$ cat config.mk
export PLATFORM = sky130hd
export DESIGN_NAME = wall_follow_drive_fsm
export DESIGN_NICKNAME = d
export VERILOG_FILES = /design/src/rtl/wfd_pkg.sv /design/src/rtl/wfd_cfg_regs.sv /design/src/rtl/wfd_ctrl.sv /design/src/rtl/wall_follow_drive_fsm.sv
export SDC_FILE = /design/constraint.sdc
export NUM_CORES = 1
export LEC_CHECK = 0
export ABC_CLOCK_PERIOD_IN_PS = 6300
export BUFFER_PORTS_ARGS = -buffer_cell sky130_fd_sc_hd__buf_2
export CAP_MARGIN = 10
export CELL_PAD_IN_SITES_DETAIL_PLACEMENT = 0
export CELL_PAD_IN_SITES_GLOBAL_PLACEMENT = 1
export CORE_MARGIN = 5
export CORE_UTILIZATION = 44
export DETAILED_ROUTE_END_ITERATION = 8
export HOLD_SLACK_MARGIN = 0.05
export PLACE_DENSITY_LB_ADDON = 0.05
export SYNTH_ARGS = -nofsm -noshare
export SYNTH_HDL_FRONTEND = slang
export SYNTH_HIERARCHICAL = 1
export SYNTH_SLANG_ARGS = --single-unit
export TNS_END_PERCENT = 30
$ cat constraint.sdc
create_clock -name clk -period 6.3 [get_ports clk]
set_clock_uncertainty 0.1 [all_clocks]
set_input_delay 0.945 -clock clk [delete_from_list [all_inputs] [get_ports clk]]
set_output_delay 0.945 -clock clk [all_outputs]
set_load 0.02 [all_outputs]
$ cat src/rtl/wfd_pkg.sv
// Package for the wall-follow drive controller: state codes, reset values of
// the configuration registers and the structs passed between modules.
// No dependencies.
`default_nettype none

package wfd_pkg;

  localparam int RANGE_W   = 16;
  localparam int ANGLE_W   = 13;
  localparam int SPEED_W   = 10;
  localparam int RATE_W    = 13;
  localparam int ANG_CMD_W = 14;
  localparam int MODE_W    = 3;
  localparam int CFG_IDX_W = 3;
  localparam int CFG_DAT_W = 16;

  localparam logic [MODE_W-1:0] ST_CHOOSE  = 3'd0;
  localparam logic [MODE_W-1:0] ST_FORWARD = 3'd1;
  localparam logic [MODE_W-1:0] ST_RIGHT   = 3'd2;
  localparam logic [MODE_W-1:0] ST_LEFT    = 3'd3;
  localparam logic [MODE_W-1:0] ST_LEFT90  = 3'd4;
  localparam logic [MODE_W-1:0] ST_SLOW    = 3'd5;

  localparam logic [CFG_IDX_W-1:0] REG_FORWARD_DIST = 3'd0;
  localparam logic [CFG_IDX_W-1:0] REG_SIDE_DIST    = 3'd1;
  localparam logic [CFG_IDX_W-1:0] REG_NO_WALL_DIST = 3'd2;
  localparam logic [CFG_IDX_W-1:0] REG_SMALL_TURN   = 3'd3;
  localparam logic [CFG_IDX_W-1:0] REG_QUARTER_TURN = 3'd4;
  localparam logic [CFG_IDX_W-1:0] REG_CRUISE_SPEED = 3'd5;
  localparam logic [CFG_IDX_W-1:0] REG_TURN_RATE    = 3'd6;
  localparam logic [CFG_IDX_W-1:0] REG_RANGE_MAX    = 3'd7;

  localparam logic [RANGE_W-1:0] FORWARD_DIST_RST = 16'd400;
  localparam logic [RANGE_W-1:0] SIDE_DIST_RST    = 16'd400;
  localparam logic [RANGE_W-1:0] NO_WALL_DIST_RST = 16'd570;
  localparam logic [ANGLE_W-1:0] SMALL_TURN_RST   = 13'd35;
  localparam logic [ANGLE_W-1:0] QUARTER_TURN_RST = 13'd1571;
  localparam logic [SPEED_W-1:0] CRUISE_SPEED_RST = 10'd300;
  localparam logic [RATE_W-1:0]  TURN_RATE_RST    = 13'd1500;
  localparam logic [RANGE_W-1:0] RANGE_MAX_RST    = 16'd3500;

  typedef struct packed {
    logic [RANGE_W-1:0] forward_dist_mm;
    logic [RANGE_W-1:0] side_dist_mm;
    logic [RANGE_W-1:0] no_wall_dist_mm;
    logic [ANGLE_W-1:0] small_turn_mrad;
    logic [ANGLE_W-1:0] quarter_turn_mrad;
    logic [SPEED_W-1:0] cruise_speed;
    logic [RATE_W-1:0]  turn_rate;
    logic [RANGE_W-1:0] range_max_mm;
  } cfg_t;

  typedef struct packed {
    logic [RANGE_W-1:0]        front_mm;
    logic [RANGE_W-1:0]        left_mm;
    logic [RANGE_W-1:0]        right_mm;
    logic [RANGE_W-1:0]        abeam_mm;
    logic                      front_inf;
    logic                      left_inf;
    logic                      right_inf;
    logic                      abeam_inf;
    logic signed [ANGLE_W-1:0] heading_mrad;
  } item_t;

  typedef struct packed {
    logic                        emit;
    logic [SPEED_W-1:0]          linear_cmd;
    logic signed [ANG_CMD_W-1:0] angular_cmd;
  } cmd_t;

endpackage

`default_nettype wire

$ cat src/rtl/wfd_cfg_regs.sv
// Configuration register file of the wall-follow drive controller.
// Depends on wfd_pkg.
`default_nettype none

module wfd_cfg_regs (
  input  wire logic                          clk,
  input  wire logic                          rst,
  input  wire logic                          cfg_we,
  input  wire logic [wfd_pkg::CFG_IDX_W-1:0] cfg_index,
  input  wire logic [wfd_pkg::CFG_DAT_W-1:0] cfg_wdata,
  output wfd_pkg::cfg_t                      cfg
);
  import wfd_pkg::*;

  always_ff @(posedge clk) begin
    if (rst) begin
      cfg.forward_dist_mm   <= FORWARD_DIST_RST;
      cfg.side_dist_mm      <= SIDE_DIST_RST;
      cfg.no_wall_dist_mm   <= NO_WALL_DIST_RST;
      cfg.small_turn_mrad   <= SMALL_TURN_RST;
      cfg.quarter_turn_mrad <= QUARTER_TURN_RST;
      cfg.cruise_speed      <= CRUISE_SPEED_RST;
      cfg.turn_rate         <= TURN_RATE_RST;
      cfg.range_max_mm      <= RANGE_MAX_RST;
    end else if (cfg_we) begin
      unique case (cfg_index)
        REG_FORWARD_DIST: cfg.forward_dist_mm   <= cfg_wdata;
        REG_SIDE_DIST:    cfg.side_dist_mm      <= cfg_wdata;
        REG_NO_WALL_DIST: cfg.no_wall_dist_mm   <= cfg_wdata;
        REG_SMALL_TURN:   cfg.small_turn_mrad   <= cfg_wdata[ANGLE_W-1:0];
        REG_QUARTER_TURN: cfg.quarter_turn_mrad <= cfg_wdata[ANGLE_W-1:0];
        REG_CRUISE_SPEED: cfg.cruise_speed      <= cfg_wdata[SPEED_W-1:0];
        REG_TURN_RATE:    cfg.turn_rate         <= cfg_wdata[RATE_W-1:0];
        REG_RANGE_MAX:    cfg.range_max_mm      <= cfg_wdata;
        default: ;
      endcase
    end
  end

endmodule

`default_nettype wire

$ cat src/rtl/wfd_ctrl.sv
// Wall-follow state machine: mode and saved readings, next-state and command
// logic for one registered tick. Depends on wfd_pkg.
`default_nettype none

module wfd_ctrl (
  input  wire logic                        clk,
  input  wire logic                        rst,
  input  wire logic                        adv,
  input  wire wfd_pkg::item_t              item,
  input  wire wfd_pkg::cfg_t               cfg,
  output wfd_pkg::cmd_t                    cmd,
  output logic [wfd_pkg::MODE_W-1:0]       mode
);
  import wfd_pkg::*;

  logic signed [ANGLE_W-1:0] saved_heading;
  logic [RANGE_W-1:0]        saved_left;
  logic [RANGE_W-1:0]        saved_abeam;

  logic [MODE_W-1:0]         mode_next;
  logic signed [ANGLE_W-1:0] saved_heading_next;
  logic [RANGE_W-1:0]        saved_left_next;
  logic [RANGE_W-1:0]        saved_abeam_next;

  logic [RANGE_W-1:0]        front, left, right, hleft, side;
  logic signed [ANGLE_W:0]   diff;
  logic [ANGLE_W-1:0]        adiff;
  logic                      small_done, quarter_done;
  logic [19:0]               left_x10, side_x13;
  logic [17:0]               left_x2, saved_left_x2, side_x3;
  logic [17:0]               div10_prod;
  logic [SPEED_W-1:0]        speed_half, speed_tenth;
  logic signed [ANG_CMD_W-1:0] rate_pos;
  logic                      r_left_close, r_right_close, r_wall_gone, r_approach, r_far;

  assign front = item.front_inf ? cfg.range_max_mm : item.front_mm;
  assign left  = item.left_inf  ? cfg.range_max_mm : item.left_mm;
  assign right = item.right_inf ? cfg.range_max_mm : item.right_mm;
  assign hleft = item.abeam_inf ? cfg.range_max_mm : item.abeam_mm;
  assign side  = cfg.side_dist_mm;

  // no heading wrap: plain signed difference
  assign diff  = (ANGLE_W+1)'(saved_heading) - (ANGLE_W+1)'(item.heading_mrad);
  assign adiff = diff[ANGLE_W] ? ANGLE_W'(-diff) : diff[ANGLE_W-1:0];
  assign small_done   = adiff >= cfg.small_turn_mrad;
  assign quarter_done = adiff >= cfg.quarter_turn_mrad;

  assign left_x10      = 20'(left) * 20'd10;
  assign side_x13      = 20'(side) * 20'd13;
  assign left_x2       = {1'b0, left, 1'b0};
  assign saved_left_x2 = {1'b0, saved_left, 1'b0};
  assign side_x3       = 18'(side) * 18'd3;

  assign r_left_close  = left < side;
  assign r_right_close = right < side;
  assign r_wall_gone   = (hleft > cfg.no_wall_dist_mm) &&
                         (saved_abeam <= cfg.no_wall_dist_mm);
  assign r_approach    = (left > saved_left) && (left_x10 > side_x13) &&
                         ({1'b0, left} < {side, 1'b0});
  assign r_far         = (left_x2 > side_x3) && (saved_left_x2 > side_x3);

  // x/10 as (x*205)>>11, exact over the 10-bit speed range
  assign div10_prod  = 18'(cfg.cruise_speed) * 18'd205;
  assign speed_tenth = SPEED_W'(div10_prod[17:11]);
  assign speed_half  = {1'b0, cfg.cruise_speed[SPEED_W-1:1]};
  assign rate_pos    = {1'b0, cfg.turn_rate};

  always_comb begin
    mode_next          = mode;
    saved_heading_next = saved_heading;
    saved_left_next    = saved_left;
    saved_abeam_next   = saved_abeam;
    cmd                = '0;
    unique case (mode)
      ST_CHOOSE: begin
        if (front > cfg.forward_dist_mm) begin
          saved_left_next    = left;
          saved_abeam_next   = hleft;
          saved_heading_next = item.heading_mrad;
          if (r_left_close)       mode_next = ST_RIGHT;
          else if (r_right_close) mode_next = ST_LEFT;
          else if (r_wall_gone)   mode_next = ST_LEFT90;
          else if (r_approach)    mode_next = ST_LEFT;
          else if (r_far)         mode_next = ST_SLOW;
          else begin
            mode_next          = ST_FORWARD;
            saved_heading_next = saved_heading;
          end
        end else if (front < cfg.forward_dist_mm) begin
          saved_left_next    = left;
          saved_abeam_next   = hleft;
          saved_heading_next = item.heading_mrad;
          mode_next          = ST_RIGHT;
        end
      end
      ST_FORWARD: begin
        mode_next      = ST_CHOOSE;
        cmd.emit       = 1'b1;
        cmd.linear_cmd = cfg.cruise_speed;
      end
      ST_SLOW: begin
        mode_next      = ST_CHOOSE;
        cmd.emit       = 1'b1;
        cmd.linear_cmd = speed_half;
      end
      ST_RIGHT: begin
        if (small_done) mode_next = ST_CHOOSE;
        else begin
          cmd.emit        = 1'b1;
          cmd.angular_cmd = -rate_pos;
        end
      end
      ST_LEFT: begin
        if (small_done) mode_next = ST_CHOOSE;
        else begin
          cmd.emit        = 1'b1;
          cmd.angular_cmd = rate_pos;
        end
      end
      ST_LEFT90: begin
        if (quarter_done) mode_next = ST_CHOOSE;
        else begin
          cmd.emit        = 1'b1;
          cmd.linear_cmd  = speed_tenth;
          cmd.angular_cmd = rate_pos;
        end
      end
      default: mode_next = ST_CHOOSE;
    endcase
  end

  always_ff @(posedge clk) begin
    if (rst) begin
      mode          <= ST_CHOOSE;
      saved_heading <= '0;
      saved_left    <= '0;
      saved_abeam   <= '0;
    end else if (adv) begin
      mode          <= mode_next;
      saved_heading <= saved_heading_next;
      saved_left    <= saved_left_next;
      saved_abeam   <= saved_abeam_next;
    end
  end

endmodule

`default_nettype wire

$ cat src/rtl/wall_follow_drive_fsm.sv
// Top level of the wall-follow drive controller: input register, state
// machine step and command output register. Depends on wfd_pkg,
// wfd_cfg_regs and wfd_ctrl.
//
//   channel  direction  tdata                                  tuser
//   s_       in         ranges and heading                     infinity flags
//   m_       out        linear and angular command             -
//   cfg_     in         register write, index and value        -
//
// One tick per cycle unless the output stalls; a tick waits in the input
// register, where the state machine steps, and its command (if any) sits in
// the output register until taken. Ticks that publish nothing produce no
// transfer. A stalled output holds the state machine and a full input
// register. Synchronous reset restores registers and choose-direction state.
`default_nettype none

module wall_follow_drive_fsm (
  input  wire logic        clk,
  input  wire logic        rst,
  input  wire logic        s_tvalid,
  output logic             s_tready,
  // front_mm[15:0], left_mm[31:16], right_mm[47:32], abeam_mm[63:48],
  // heading_mrad[76:64], zero pad [79:77]
  input  wire logic [79:0] s_tdata,
  // front_inf[0], left_inf[1], right_inf[2], abeam_inf[3]
  input  wire logic [3:0]  s_tuser,
  output logic             m_tvalid,
  input  wire logic        m_tready,
  // linear_cmd[9:0], angular_cmd[23:10]
  output logic [23:0]      m_tdata,
  input  wire logic                          cfg_we,
  input  wire logic [wfd_pkg::CFG_IDX_W-1:0] cfg_index,
  input  wire logic [wfd_pkg::CFG_DAT_W-1:0] cfg_wdata
);
  import wfd_pkg::*;

  cfg_t              cfg;
  item_t             item;
  cmd_t              cmd;
  logic              in_valid;
  logic              adv;
  logic [MODE_W-1:0] mode;

  assign adv      = in_valid && (!m_tvalid || m_tready);
  assign s_tready = !in_valid || adv;

  wfd_cfg_regs u_cfg (
    .clk       (clk),
    .rst       (rst),
    .cfg_we    (cfg_we),
    .cfg_index (cfg_index),
    .cfg_wdata (cfg_wdata),
    .cfg       (cfg)
  );

  always_ff @(posedge clk) begin
    if (rst) begin
      in_valid <= 1'b0;
    end else if (s_tready) begin
      in_valid <= s_tvalid;
    end
  end

  always_ff @(posedge clk) begin
    if (s_tvalid && s_tready) begin
      item.front_mm     <= s_tdata[15:0];
      item.left_mm      <= s_tdata[31:16];
      item.right_mm     <= s_tdata[47:32];
      item.abeam_mm     <= s_tdata[63:48];
      item.heading_mrad <= s_tdata[76:64];
      item.front_inf    <= s_tuser[0];
      item.left_inf     <= s_tuser[1];
      item.right_inf    <= s_tuser[2];
      item.abeam_inf    <= s_tuser[3];
    end
  end

  wfd_ctrl u_ctrl (
    .clk  (clk),
    .rst  (rst),
    .adv  (adv),
    .item (item),
    .cfg  (cfg),
    .cmd  (cmd),
    .mode (mode)
  );

  always_ff @(posedge clk) begin
    if (rst) begin
      m_tvalid <= 1'b0;
    end else if (adv) begin
      m_tvalid <= cmd.emit;
    end else if (m_tready) begin
      m_tvalid <= 1'b0;
    end
  end

  always_ff @(posedge clk) begin
    if (adv && cmd.emit) begin
      m_tdata <= {cmd.angular_cmd, cmd.linear_cmd};
    end
  end

  a_choose_silent: assert property (@(posedge clk) disable iff (rst)
    (adv && mode == ST_CHOOSE) |=> !m_tvalid)
    else $error("choose-direction tick produced a command");

  a_straight_cmd: assert property (@(posedge clk) disable iff (rst)
    (adv && (mode == ST_FORWARD || mode == ST_SLOW)) |=>
      (m_tvalid && m_tdata[23:10] == '0 && mode == ST_CHOOSE))
    else $error("straight drive tick gave a wrong command or state");

  a_hold_on_stall: assert property (@(posedge clk) disable iff (rst)
    (in_valid && m_tvalid && !m_tready) |=> (in_valid && $stable(mode)))
    else $error("state machine stepped while output stalled");

  a_accept_empty: assert property (@(posedge clk) disable iff (rst)
    !in_valid |-> s_tready)
    else $error("input refused with empty input register");

endmodule

`default_nettype wire
==> run summary <==
CP dominant cell by count - ha_1
Layout area overhead - 13.0%
Die Area - 0.0498 mm2
Period minus WS final - 6010 ps
Main synth FF type - dfxtp_1
first-pass GRT wire length - 85100 um
final worst-path cycle share - 95.5%
largest net degree at the start of global routing - 82
mean post-synth cell area - 9.88 um2
clock latency on the worst-skew pair - 550 ps
Final GP Congestion - 0.897
# rows - 78
status - completed
worst min path class - flop to flop
Clock Tree Root - clkbuf_16
DRT Wirelength - 55600 um
Synth async-reset ratio - 0%
Num CTS Buffers - 34
Gate Count Post-Synth - 2022
DP HPWL - 43300 um
DRT antenna net count - 0
Slowest cell on crit path - fa_1
DRC Markers - 0
CP Launch Type - flop
MaxCap Viol Count - 0
n_diodes - 0
crit path kind - flop to flop
clock slew at reported path FFs - 60 ps
Crit path required time - 6600 ps
initial antenna violation count - 0
Critical Path AT - 6320 ps
vias per inst - 5.36
die width - 223 um
CORE AREA - 0.0452 mm2
crit end category - flop
share of cells above drive strength 1 - 14.0%
utilization after layout - 49.9%
starting density of the core - 44.2%
Chip Height - 223 um
WL/cell - 19.9 um
CTS sink count - 268
Slew @ Worst Pin - 1210 ps
Pleak - 10.4 nW
Critical Path Fanout Max - 13
Max Clk Rate - 166 MHz
Final nets - 2630
total power - 5.23 mW
Port Buf Inserts - 130
vias - 15000
IO Pins - 134
relative slew slack - 19.1%
Peak VDD IR - 0.000204 V
H-tree depth - 2
sequential element share of the synthesized area - 32.1%
aggregate global routing overflow - 0
Synth Register Bits - 268
Syn Nets - 2488
leading area contributor after synthesis - ha_1
Synth cell types - 76
First-pass DRT Iterations - 5
PwrDens - 232 mW/mm2
area of the mapped netlist - 0.0200 mm2
Synth top area share - 19.5%
CTS max path bufs - 3
initial drt markers - 874
Max Slew Vio Count - 0
buffers plus inverters on the worst setup path - 4
Setup violations, final - 0
Hold Violations, Final - 0
TritonCTS clock tree - done
vias in the first global route - 14500
GRT Overall Usage - 21.8%
synth top area cells - ha_1 19%, dfxtp_1 16%, edfxtp_1 16%
Top delay family on crit path - compound AO/OA/AOI/OAI gates
Post-synth EDFFs - 105
slowest stage delay, CP - 500 ps
Ys Warns - 6
## layout by cell type, fill, tap and decap left out, types with 6 or more instances in the layout
cell       Yosys  routed
o22ai_1        9       9
a31oi_1       18      18
o221ai_1      10      10
o211ai_1      13      13
mux2_2        59      59
nand3_1       34      34
nand2_1       60      60
xor2_1        27      27
or3_1          9       9
or2_2          8       8
a211oi_1      20      20
and4_1         8       8
o31ai_1        6       6
clkbuf_16      0      35
mux2i_1      157     156
inv_1        213     213
ha_1         311     311
xnor2_1       34      34
fa_1          47      47
buf_4          3      38
a21oi_1       95      94
a211o_1        7       7
nor2b_1       14      13
a21o_1        38      38
o21ai_0       47      45
nor2_1       170     170
o21a_1        15      15
dfxtp_1      163     163
edfxtp_1     105     105
nand4_1       26      26
and3_1        10      10
nand2b_1     110     110
nor3_1        29      29
or4_1          9       9
buf_2         16     129
## per-layer routing
metal  up-vias  track usage [%]  share of wire [%]
li1       7475                -                  -
met1      7069             34.0                 52
met2       339             31.5                 40
met3        72             3.46                5.1
met4         0             5.28                2.2
met5         -                0                  0
## state kept, by name (all words and copies together), names as in the netlist
register and cells:
u_cfg/cfg 113, item 81, m_tdata 24, u_ctrl/saved_abeam 16
u_ctrl/saved_left 16, u_ctrl/saved_heading 13, u_ctrl/mode 3, in_valid 1
m_tvalid 1
## per-stage QoR
step	setup TNS, ps	area [um2]	hold slack, ps	worst slack, ps	std cells
2_1_floorplan	0	20000	349	212	2022
3_3_place_gp	0	21400	361	308	2727
3_5_place_dp	0	21400	361	202	2727
4_1_cts	0	22500	376	198	2789
5_1_grt	-10.9	22600	387	-5.81	2790
6_report	0	22600	376	285	2790
## power by group
| part | switching, mW | internal [mW] | leakage [nW] |
|---|---|---|---|
| sequential | 0.0631 | 1.89 | 2.30 |
| combinational | 0.739 | 0.553 | 7.51 |
| clock | 0.814 | 1.17 | 0.542 |
| total | 1.62 | 3.61 | 10.4 |
## tightest hold or removal path: stages (launching register included)
cell	delay [ps]
dfxtp_1	310
nand2b_1	60
mux2i_1	60
## logic make-up after synthesis
| logic type | count (synthesis) | share of synthesized area, % |
|---|---|---|
| flip-flops | 268 | 32.1 |
| AND/OR/NAND/NOR | 522 | 13.7 |
| buffers and inverters | 275 | 5.52 |
| XOR/XNOR | 61 | 2.67 |
| AO/OA/AOI/OAI | 322 | 10.6 |
| multiplexers | 216 | 11.2 |
| adder cells (fa/ha/maj) | 358 | 24.2 |
## cell type report
cell class / instances / area [um2]
fillers: 4215 / 22600
multi-input cells: 1479 / 12500
flip-flops and latches: 268 / 6420
repair buffers: 168 / 951
clock buffers: 42 / 913
inverters: 213 / 800
well taps: 600 / 751
clock inverters: 20 / 220
## synthesized netlist by cell type (all sizes together), types with 9 or more instances
master,n
a211oi,20
nor2b,14
nand4,26
mux2,59
xor2,27
nand2,60
o221ai,10
nand2b,110
edfxtp,105
a31oi,18
nor3,29
buf,27
nor2,170
clkbuf,35
or3,10
o22ai,9
ha,311
a21oi,95
o21a,15
inv,213
o21ai,52
a21o,38
nand3,34
xnor2,34
o211ai,13
or4,10
dfxtp,163
fa,47
mux2i,157
and3,10
## worst paths after layout
path / start / endpoint / slack [ps] / cells after the start
worst max-delay path: u_cfg/cfg[84] / u_ctrl/saved_heading[7] / 290 / 26
worst min-delay path: u_cfg/cfg[79] / u_cfg/cfg[79] / 380 / 2
worst max register to register: u_cfg/cfg[84] / u_ctrl/saved_heading[7] / 290 / 26
worst min register to register: u_cfg/cfg[79] / u_cfg/cfg[79] / 380 / 2
## what timing repair did
item | 4_1_cts | 5_1_grt
hold buffers | 0 | 0
setup buffers | 0 | 1
endpoints found under the setup margin | 0 | 13
resized for setup | 0 | 5
No activity file was read; power rests on OpenSTA's default activity.
